### src/design/wrc_pkg.sv
// Package for the write request coalescer: widths, status codes, register
// indexes and shared structs. No dependencies.
package wrc_pkg;
    localparam int MaxRequests = 16;
    localparam int IdxW = $clog2(MaxRequests);
    localparam int CntW = $clog2(MaxRequests + 1);

    localparam logic [2:0] ST_MERGE = 3'd0;
    localparam logic [2:0] ST_EXTEND = 3'd1;
    localparam logic [2:0] ST_APPEND = 3'd2;
    localparam logic [2:0] ST_FULL = 3'd3;
    localparam logic [2:0] ST_FLUSH = 3'd4;
    localparam logic [2:0] ST_EMPTY = 3'd5;

    localparam logic CFG_TXN_ID = 1'b0;
    localparam logic CFG_SCALE = 1'b1;

    localparam logic [31:0] M32 = 32'hFFFF_FFFF;
    localparam logic [35:0] M36 = 36'hF_FFFF_FFFF;
    localparam logic [37:0] M38 = 38'h3F_FFFF_FFFF;

    // controller to datapath
    typedef struct packed {
        logic load;     // capture input request
        logic scan;     // compare entry at scan index
        logic update;   // apply enqueue outcome
        logic fl_read;  // read entry for flush
        logic fl_mul;   // scale read entry
        logic emit;     // load output register
        logic clear;    // clear table after flush
    } wrc_cmd_t;

    // datapath to controller
    typedef struct packed {
        logic is_flush;
        logic scan_done;
        logic empty;
        logic fl_last;
    } wrc_sts_t;
endpackage

### src/design/wrc_datapath.sv
// Datapath of the write request coalescer: entry table, scan compare,
// flush scaling and output register. Depends on wrc_pkg.
module wrc_datapath
    import wrc_pkg::*;
(
    input  logic         aclk,
    input  logic         aresetn,
    input  wrc_cmd_t     cmd,
    output wrc_sts_t     sts,
    input  logic [128:0] in_data,
    input  logic [15:0]  txn_id,
    input  logic [6:0]   scale,
    output logic [184:0] out_data,
    output logic         out_last
);
    // request fields
    logic        act_reg;
    logic [31:0] h_reg, so_reg, do_reg;
    logic [15:0] n_reg, bid_reg;
    // table
    logic [31:0] th [MaxRequests];
    logic [31:0] ts [MaxRequests];
    logic [31:0] td [MaxRequests];
    logic [31:0] tl [MaxRequests];
    logic [CntW-1:0] cnt_reg;
    logic [35:0] tot_reg;
    logic [CntW-1:0] idx_reg;
    logic [2:0] res_reg;      // outcome of scan
    logic [IdxW-1:0] hit_reg;
    logic found_reg;
    logic [31:0] rs_reg, rd_reg, rl_reg;
    logic [38:0] ps_reg, pd_reg, pl_reg;
    logic last_reg;

    logic [IdxW-1:0] idx;
    logic match, same, cont;
    logic [32:0] es, ed, nl;
    logic [31:0] lnew, ecur;
    logic [35:0] delta;
    logic [36:0] tsum;

    assign idx = idx_reg[IdxW-1:0];
    assign es = {1'b0, ts[idx]} + {1'b0, tl[idx]};
    assign ed = {1'b0, td[idx]} + {1'b0, tl[idx]};
    assign match = (idx_reg < cnt_reg) && (th[idx] == h_reg);
    assign same = match && (ts[idx] == so_reg);
    assign cont = match && !same && (es == {1'b0, so_reg}) && (ed == {1'b0, do_reg});

    assign sts.is_flush = act_reg;
    assign sts.scan_done = found_reg || (idx_reg >= cnt_reg);
    assign sts.empty = (cnt_reg == '0);
    assign sts.fl_last = (idx_reg + 1'b1 == cnt_reg);

    // enqueue update arithmetic
    assign ecur = tl[hit_reg];
    assign nl = {1'b0, ecur} + {17'd0, n_reg};
    always_comb begin
        lnew = ecur;
        delta = '0;
        case (res_reg)
            ST_MERGE: if ({16'd0, n_reg} > ecur) begin
                lnew = {16'd0, n_reg};
                delta = {4'd0, lnew - ecur};
            end
            ST_EXTEND: begin
                lnew = nl[32] ? M32 : nl[31:0];
                delta = {4'd0, lnew - ecur};
            end
            ST_APPEND: delta = {20'd0, n_reg};
            default: delta = '0;
        endcase
    end
    assign tsum = {1'b0, tot_reg} + {1'b0, delta};

    always_ff @(posedge aclk) begin
        if (!aresetn) begin
            cnt_reg <= '0;
            tot_reg <= '0;
            idx_reg <= '0;
            found_reg <= 1'b0;
            act_reg <= 1'b0;
        end else begin
            if (cmd.load) begin
                act_reg <= in_data[0];
                h_reg <= in_data[32:1];
                so_reg <= in_data[64:33];
                do_reg <= in_data[96:65];
                n_reg <= in_data[112:97];
                bid_reg <= in_data[128:113];
                idx_reg <= '0;
                found_reg <= 1'b0;
                res_reg <= ST_APPEND;
            end
            // one entry compared per cycle
            if (cmd.scan && !found_reg && idx_reg < cnt_reg) begin
                if (same || cont) begin
                    found_reg <= 1'b1;
                    hit_reg <= idx;
                    res_reg <= same ? ST_MERGE : ST_EXTEND;
                end else begin
                    idx_reg <= idx_reg + 1'b1;
                end
            end
            if (cmd.update) begin
                if (found_reg) begin
                    tl[hit_reg] <= lnew;
                    tot_reg <= tsum[36] || tsum[35:0] > M36 ? M36 : tsum[35:0];
                end else if (cnt_reg >= CntW'(MaxRequests)) begin
                    res_reg <= ST_FULL;
                end else begin
                    th[cnt_reg[IdxW-1:0]] <= h_reg;
                    ts[cnt_reg[IdxW-1:0]] <= so_reg;
                    td[cnt_reg[IdxW-1:0]] <= do_reg;
                    tl[cnt_reg[IdxW-1:0]] <= {16'd0, n_reg};
                    cnt_reg <= cnt_reg + 1'b1;
                    tot_reg <= tsum[36] ? M36 : tsum[35:0];
                end
            end
            if (cmd.fl_read) begin
                rs_reg <= ts[idx];
                rd_reg <= td[idx];
                rl_reg <= tl[idx];
                last_reg <= sts.fl_last;
                idx_reg <= idx_reg + 1'b1;
            end
            if (cmd.clear) begin
                cnt_reg <= '0;
                tot_reg <= '0;
            end
        end
        if (cmd.fl_mul) begin
            ps_reg <= 39'(rs_reg) * 39'(scale);
            pd_reg <= 39'(rd_reg) * 39'(scale);
            pl_reg <= 39'(rl_reg) * 39'(scale);
        end
    end

    // output register: status in the low bits, then ids, offsets, length, total
    always_ff @(posedge aclk) begin
        if (cmd.emit) begin
            if (!act_reg) begin
                out_data <= {tot_reg, 38'd0, 38'd0, 38'd0, 16'd0, 16'd0, res_reg};
                out_last <= 1'b1;
            end else if (cnt_reg == '0) begin
                out_data <= {tot_reg, 38'd0, 38'd0, 38'd0, txn_id, bid_reg, ST_EMPTY};
                out_last <= 1'b1;
            end else begin
                out_data <= {tot_reg,
                             pl_reg[38] ? M38 : pl_reg[37:0],
                             pd_reg[38] ? M38 : pd_reg[37:0],
                             ps_reg[38] ? M38 : ps_reg[37:0],
                             txn_id, bid_reg, ST_FLUSH};
                out_last <= last_reg;
            end
        end
    end

    // appended entries never exceed the table
    a_cnt: assert property (@(posedge aclk) disable iff (!aresetn)
        cnt_reg <= CntW'(MaxRequests)) else $error("entry count overflow");
    // clear empties table next cycle
    a_clr: assert property (@(posedge aclk) disable iff (!aresetn)
        cmd.clear |=> cnt_reg == '0) else $error("clear failed");
    // a request dropped on a full table leaves the count alone
    a_tot: assert property (@(posedge aclk) disable iff (!aresetn)
        cmd.update && !found_reg && cnt_reg >= CntW'(MaxRequests) |=> $stable(cnt_reg))
        else $error("full table changed");
endmodule

### src/design/wrc_ctrl.sv
// Controller of the write request coalescer: sequences scan, update and
// flush emission. Depends on wrc_pkg.
module wrc_ctrl
    import wrc_pkg::*;
(
    input  logic     aclk,
    input  logic     aresetn,
    input  logic     s_tvalid,
    output logic     s_tready,
    output logic     m_tvalid,
    input  logic     m_tready,
    output wrc_cmd_t cmd,
    input  wrc_sts_t sts
);
    localparam logic [2:0] S_IDLE = 3'd0;
    localparam logic [2:0] S_SCAN = 3'd1;
    localparam logic [2:0] S_UPD  = 3'd2;
    localparam logic [2:0] S_RD   = 3'd3;
    localparam logic [2:0] S_MUL  = 3'd4;
    localparam logic [2:0] S_EMIT = 3'd5;

    logic [2:0] state_reg, state_next;
    logic vld_reg, vld_next, last_reg, last_next;
    logic room;

    // output register frees when empty or taken this cycle
    assign room = !vld_reg || m_tready;
    assign m_tvalid = vld_reg;
    assign s_tready = (state_reg == S_IDLE);

    always_comb begin
        state_next = state_reg;
        vld_next = vld_reg && !m_tready;
        last_next = last_reg;
        cmd = '0;
        unique case (state_reg)
            S_IDLE: if (s_tvalid) begin
                cmd.load = 1'b1;
                state_next = S_SCAN;
            end
            S_SCAN: begin
                if (sts.is_flush) begin
                    state_next = sts.empty ? S_EMIT : S_RD;
                    last_next = sts.empty;
                end else if (sts.scan_done) begin
                    state_next = S_UPD;
                end else begin
                    cmd.scan = 1'b1;
                end
            end
            S_UPD: begin
                cmd.update = 1'b1;
                last_next = 1'b1;
                state_next = S_EMIT;
            end
            S_RD: begin
                cmd.fl_read = 1'b1;
                last_next = sts.fl_last;
                state_next = S_MUL;
            end
            S_MUL: begin
                cmd.fl_mul = 1'b1;
                state_next = S_EMIT;
            end
            S_EMIT: if (room) begin
                cmd.emit = 1'b1;
                vld_next = 1'b1;
                if (sts.is_flush && last_reg) cmd.clear = 1'b1;
                state_next = (sts.is_flush && !last_reg) ? S_RD : S_IDLE;
            end
            default: state_next = S_IDLE;
        endcase
    end

    always_ff @(posedge aclk) begin
        if (!aresetn) begin
            state_reg <= S_IDLE;
            vld_reg <= 1'b0;
            last_reg <= 1'b0;
        end else begin
            state_reg <= state_next;
            vld_reg <= vld_next;
            last_reg <= last_next;
        end
    end

    a_emit: assert property (@(posedge aclk) disable iff (!aresetn)
        cmd.emit |-> room) else $error("emit over pending result");
    a_load: assert property (@(posedge aclk) disable iff (!aresetn)
        cmd.load |=> state_reg == S_SCAN) else $error("bad load step");
    a_clr: assert property (@(posedge aclk) disable iff (!aresetn)
        cmd.clear |-> cmd.emit) else $error("clear without emit");
endmodule

### src/design/write_request_coalescer_top.sv
// Top level of the write request coalescer: joins controller, datapath and
// the configuration registers. Depends on wrc_pkg, wrc_ctrl, wrc_datapath.
// s_tuser selects enqueue (0) or flush (1) of the request on s_tdata; status
// travels on m_tuser and m_tlast marks the final result of a request. An
// enqueue compares the stored table entries in turn (up to 16, one compare
// per cycle) until one matches or all are compared, then updates the table
// and loads the result. A flush reads, scale multiplies and loads the output
// for each stored entry in turn, or loads one empty-status result when the
// table is empty. One request is handled at a time; the result register lets
// the next request start while the last result waits on m_tready, and a
// further result stalls until that register is taken.
module write_request_coalescer_top
    import wrc_pkg::*;
(
    input  logic         aclk,
    input  logic         aresetn,
    input  logic         s_tvalid,
    output logic         s_tready,
    // buffer_handle, src_offset, device_ofs, block_count_in, flush_buffer_id
    input  logic [127:0] s_tdata,
    // action
    input  logic         s_tuser,
    output logic         m_tvalid,
    input  logic         m_tready,
    // out_buffer_id, out_txn_id, out_src_offset, out_device_ofs, out_length,
    // total_blocks, zero pad
    output logic [183:0] m_tdata,
    // status
    output logic [2:0]   m_tuser,
    output logic         m_tlast,
    input  logic         cfg_valid,
    output logic         cfg_ready,
    input  logic         cfg_index,
    input  logic [15:0]  cfg_data
);
    wrc_cmd_t cmd;
    wrc_sts_t sts;
    logic [15:0] txn_reg;
    logic [6:0]  scale_reg;
    logic [184:0] dp_out;

    assign cfg_ready = 1'b1;
    assign m_tuser = dp_out[2:0];
    assign m_tdata = {2'b00, dp_out[184:3]};

    // configuration registers
    always_ff @(posedge aclk) begin
        if (!aresetn) begin
            txn_reg <= '0;
            scale_reg <= 7'd16;
        end else if (cfg_valid) begin
            unique case (cfg_index)
                CFG_TXN_ID: txn_reg <= cfg_data;
                CFG_SCALE:  scale_reg <= cfg_data[6:0];
                default: ;
            endcase
        end
    end

    wrc_ctrl u_ctrl (
        .aclk, .aresetn, .s_tvalid, .s_tready, .m_tvalid, .m_tready,
        .cmd, .sts
    );

    wrc_datapath u_dp (
        .aclk, .aresetn, .cmd, .sts,
        .in_data({s_tdata, s_tuser}),
        .txn_id(txn_reg), .scale(scale_reg),
        .out_data(dp_out), .out_last(m_tlast)
    );
endmodule
### config.mk
export PLATFORM = sky130hd
export DESIGN_NAME = write_request_coalescer_top
export DESIGN_NICKNAME = d
export VERILOG_FILES = /design/src/design/wrc_pkg.sv /design/src/design/wrc_datapath.sv /design/src/design/wrc_ctrl.sv /design/src/design/write_request_coalescer_top.sv
export SDC_FILE = /design/constraint.sdc
export NUM_CORES = 2
export LEC_CHECK = 0
export BUFFER_PORTS_ARGS = -buffer_cell sky130_fd_sc_hd__buf_2
export CAP_MARGIN = 30
export CORE_ASPECT_RATIO = 0.5
export CORE_MARGIN = 3
export CORE_UTILIZATION = 40
export DETAILED_ROUTE_END_ITERATION = 12
export PLACE_DENSITY = 0.65
export SLEW_MARGIN = 20
export SYNTH_ARGS = -nofsm -noshare
export SYNTH_HDL_FRONTEND = slang
export SYNTH_SLANG_ARGS = --single-unit
### constraint.sdc
create_clock -name aclk -period 10.6 [get_ports aclk]
set_input_delay 1.59 -clock aclk [delete_from_list [all_inputs] [get_ports aclk]]
set_output_delay 1.59 -clock aclk [all_outputs]
set_load 0.005 [all_outputs]
Yosys cells after proc, flatten, opt, wreduce, memory -nomap -nowiden:

Memory sizes are Yosys's and may differ from the RTL's. A register that Yosys moved wholly into a read port is not among the register bits.
Index checks and enable logic that the tools add are counted.

* flip-flop bits (word level): 611
* RAM bits: 2048
* input port bits: 151
* output and inout bits: 191
* memories: 4

Memory list
* u_dp.td: words 16, bits a word 32, rd ports 1, clocked after Yosys merged registers in 1, wr ports 1, RTL line wrc_datapath.sv:23 `logic [31:0] td [MaxRequests];`
* u_dp.th: words 16, bits a word 32, rd ports 1, clocked after Yosys merged registers in 1, wr ports 1, RTL line wrc_datapath.sv:21 `logic [31:0] th [MaxRequests];`
* u_dp.tl: words 16, bits a word 32, rd ports 2, clocked after Yosys merged registers in 2, wr ports 1, RTL line wrc_datapath.sv:24 `logic [31:0] tl [MaxRequests];`
* u_dp.ts: words 16, bits a word 32, rd ports 1, clocked after Yosys merged registers in 1, wr ports 1, RTL line wrc_datapath.sv:22 `logic [31:0] ts [MaxRequests];`

* bitwise gates (word level): 5
* reduce and logical (&&, ||, !) cells: 36
* multiply operators: 3
* order comparisons: 5
* equality and inequality tests: 17
* multiplexer cells: 67
* add/subtract/negate cells: 8

Operator list (number)
* 2-to-1 mux 36 bit: 4
* 2-to-1 mux 32 bit: 4
* multiplier 32 x 7 -> 39 bit: 3
* 2-to-1 mux 38 bit: 3
* case mux 32 bit (3 select lines): 1
* adder 32 x 32 -> 33 bit: 2
* == test 33 x 32 -> 1 bit: 2
* == test 32 bit: 2
* case mux 32 bit (2 select lines): 1
* adder 36 x 32 -> 37 bit: 1
* > comparator 36 bit, second input constant: 1
* 2-to-1 mux 3 bit: 12
* adder 32 x 16 -> 33 bit: 1
* > comparator 16 x 32 -> 1 bit: 1
* OR reduction 32 bit: 1
* subtractor 16 x 32 -> 32 bit: 1
* subtractor 32 bit: 1
* 2-to-1 mux 1 bit: 27
* 2-to-1 mux 4 bit: 6
* 2-to-1 mux 5 bit: 4
* case mux 3 bit (5 select lines): 1
* AND reduction 2 bit: 6
* adder 5 x 1 -> 5 bit, second input constant: 2
* logical AND 1 bit: 10
* other kinds (20): 44

Logic depth before layout (Yosys ltp):

* word-level depth: 13
* mapped depth: 48

Modules after synthesis:

From an unflattened synthesis, not the netlist that was laid out.

* cell total of the unflattened synthesis: 8418
* area total of the unflattened synthesis: 132220.6 um^2

Modules (own cells, without submodules)
* wrc_datapath: times used 1, seq. area each 78605.4 um^2, cells an instance 8279, area each 130896.8 um^2
* write_request_coalescer_top: times used 1, seq. area each 460.4 um^2, cells an instance 100, area each 957.2 um^2
* wrc_ctrl: times used 1, seq. area each 100.1 um^2, cells an instance 39, area each 366.6 um^2

Worst setup path before layout:

No wires, ideal clock.

* kind: in2reg
* start: in m_tready
* end: reg u_dp.tot_reg[1]
* data required time: 10.468 ns
* cell stages on the path: 6
* slack: -0.008 ns
* arrival time: 10.477 ns
* path buffers: 1
* cell sequence: nor2b_1 > nor2_1 > nand3_1 > nand2_1 > clkbuf_1 > nor3_1

* cells in the longest elaborated chain, start to end: 4

RTL lines
* start, declared: RTL line write_request_coalescer_top.sv:24 `input logic m_tready,`
* logical OR 1 bit: RTL line wrc_ctrl.sv:27 `assign room = !vld_reg || m_tready;`
* 2-to-1 mux 2 bit: RTL line wrc_ctrl.sv:65 `S_EMIT: if (room) begin`
* 2-to-1 mux 2 bit: RTL line wrc_ctrl.sv:36 `unique case (state_reg)`
* OR reduction 2 bit (no source line)
* end signal, assigned: RTL line wrc_datapath.sv:107 `tot_reg <= tsum[36] || tsum[35:0] > M36 ? M36 : tsum[35:0];`
* end signal, assigned: RTL line wrc_datapath.sv:116 `tot_reg <= tsum[36] ? M36 : tsum[35:0];`
* end, declared: RTL line wrc_datapath.sv:26 `logic [35:0] tot_reg;`

No other way between the ends.
A chain may end at the register's enable or synchronous reset.

==> results.md <==
* First-pass GRT wire length at 562000 microns
* GRT overflow at 0
* Leak Pwr at 51.0 nW
* Hold Path Stages at 2
* WHS at 0.453 ns
* GPL Wtd Cong at 0.949
* Dominant synthesized flop cell: edfxtp_1
* Post-synth EDFFs at 2583
* Met2 Usage GRT at 35.7%
* Hold path start: txn_reg[14]$_SDFFE_PN0P_
* CTS clk-pin slew, worst paths at 0.06 ns
* CORE AREA at 0.327 sq mm
* Wire length per cell at 28.2 microns
* R2R setup slack at 0.54 ns
* Clk Latency, worst-skew pair at 1.00 ns
* Post-Syn Area at 0.132 sq mm
* CP peak stage delay at 0.56 ns
* Starting DRT DRC Count at 9115
* Area Growth Syn to Fin at 12.1%
* P per Cell Area at 158 mW/mm^2
* Crit path required time at 11.34 ns
* Die Area at 0.339 sq mm
* Largest cells by area after synthesis: edfxtp_1, mux4_2, fa_1
* Ys async rst share at 0%
* H-tree lvl count at 4
* Crit-path max FO at 20
* Tot GR Track Use at 22.6%
* Count of final hold-check violations at 0
* Synth top area share at 58.5%
* Post-DP HPWL at 255000 microns
* Clock sink count at 2663
* Die Wd at 820 microns
* Max cap viols at 0
* Yosys warning total at 0
* DRC errors left at 0
* Via density at 5.87
* Nets at 10.2k
* TritonCTS Buffers at 240
* Crit Path Class: reg2reg
* Critical path's slowest cell: mux4_2
* Count leader, synth: edfxtp_1
* Final setup viols at 0
* Syn Area/Cell at 15.0 sq um
* First-pass DRT Iterations at 7
* DP Area at 0.140 sq mm
* Mapped Cells at 8858
* Power consumption at 23.5 mW
* Clock skew at 0.122 ns
* Top-level I/O count at 342
* WHS Endpoint: txn_reg[14]$_SDFFE_PN0P_
* Fill cells at 28.4k
* Deepest clock path buffer count at 4
* Fin crit share at 94.9%
* Share of cells above drive strength 1 at 17.0%
* Synth area leader: edfxtp_1
* RSZ-0062 raised after global routing: false
* CTS tree: done
* Placed Cells at 13.3k
* Vias at 81.0k
* Post-layout min period at 10.06 ns
* Synth Register Bits at 2663
* Slew Limit Headroom at 14.7%
* Distinct cell type count after synthesis at 95
* Largest net degree at the start of global routing at 118
* Post-synth top cells: edfxtp_1, nand2_1, mux4_2
* Max Freq at 0.0994 GHz
* Crit path capture type: flip-flop
* Die Height at 413 microns
* CP most frequent cell: a21oi_1
* Status: finished, final reports clean
* Met1 Resource Use GR at 31.3%
* Reg-to-Reg End: u_dp.tot_reg[7]$_SDFFE_PP0P_
* Vias in the first global route at 80.3k
* Final ANT Viol Nets at 0
* Fin cells at 13.8k
* Worst Hold Class: reg2reg
* Least-Margin Pin Slew at 1.28 ns
* Initial Util at 40.5%
* Final WS setup at 0.543 ns
* Core Util, Final at 45.4%
* Total negative setup slack at 0 ns
* GR peak layer: met2
* Slew Viols, Final at 0
* Final instance area at 0.149 sq mm
* Met3 usage at 5.61%
* Port Buf Inserts at 338
* Critical Path Source Type: flip-flop
* Routed WL at 389000 microns
* R2R cell count at 37
* Post-place setup slack at 0.482 ns
* Arrival time at the worst endpoint at 10.80 ns
* Peak VDD IR at 0.000126 V
* Cell Rows at 148
* Initial antenna violation count at 33
* Clock Tree Root: clkbuf_16
* Register area share after synthesis at 59.8%
-- logic make-up (layout without fill, tap and decap cells) --
logic type	count (synthesis)	count (layout)	synth area share, %
adder cells (fa/ha/maj)	778	778	9.91
flip-flops	2663	2663	59.8
XOR/XNOR	316	316	2.09
AND/OR/NAND/NOR	2004	2004	6.79
multiplexers	916	916	12.1
other	2	24	0.00567
AO/OA/AOI/OAI	1322	1322	6.77
buffers and inverters	857	1437	2.58
-- layout by cell type (no fill, tap or decap), drive strengths merged, types with 20 or more instances in the layout --
cell type  count
or2           20
ha           325
nand4         68
o211ai        26
a2111oi       20
a21oi        302
nand2        868
a21o         114
clkinv        87
inv          443
a211oi        37
and2         179
dfxtp         80
nand3         75
o21ai        265
mux2i        361
o31ai         20
a221oi       168
nor2         519
clkbuf       278
mux4         547
xor2          89
buf          573
a311oi        34
nor3          76
diode         21
nor4          30
o21bai        33
edfxtp      2583
a22oi         90
a31oi         44
and3          28
fa           453
xnor2        227
nand2b        41
bufinv        40
o21a          39
nor2b         29
-- worst max-delay path, delay by kind of cell, from the launching register on --
family                   cells  cell delay (ns)
multiplexers                 2             1.05
AO/OA/AOI/OAI               20             4.82
buffers and inverters        3             0.59
flip-flops                   1             0.48
adder cells (fa/ha/maj)      4             1.45
AND/OR/NAND/NOR              8             1.47
-- cell type report --
type	count	area, sq um	share of cell area, %
tap	4350	5440	3.66
clock inverter	159	1940	1.31
antenna	21	52.6	0.0354
inverter	426	1600	1.08
multi-input combinational	5339	50200	33.8
timing repair buffer	577	3870	2.60
sequential	2663	79200	53.3
clock buffer	275	6200	4.17
-- power breakdown --
group          switching, mW  total (mW)  leakage [nW]  internal, mW
Combinational           1.40        2.25          23.1         0.851
Sequential             0.232        12.0          24.0          11.8
Clock                   4.01        9.19          3.95          5.18
Total                   5.64        23.5          51.0          17.8
-- layer usage --
layer  vias up  wire length, microns
met5         -                    39
met4         6                 10800
met3       589                 36200
met2      3544                180000
met1     42313                161000
li1      34549                     -
-- worst max path at each step --
stage,start,to,slack (ns),cells past startpoint
after floorplan,flip-flop,u_dp.tot_reg[24]$_SDFFE_PP0P_,0.12,46
after global placement,flip-flop,u_dp.tot_reg[34]$_SDFFE_PP0P_,0.53,39
after detailed placement,flip-flop,u_dp.tot_reg[7]$_SDFFE_PP0P_,0.48,37
after CTS,flip-flop,u_dp.tot_reg[7]$_SDFFE_PP0P_,0.34,37
after global routing,flip-flop,u_dp.tot_reg[7]$_SDFFE_PP0P_,0.005,38
final,flip-flop,u_dp.tot_reg[7]$_SDFFE_PP0P_,0.54,37
-- repair_timing --
item,in CTS,in global routing
setup buffers,0,12
hold buffers,0,0
resized for setup,0,2
setup endpoints to repair,0,36
No activity file was read; power rests on OpenSTA's default activity.
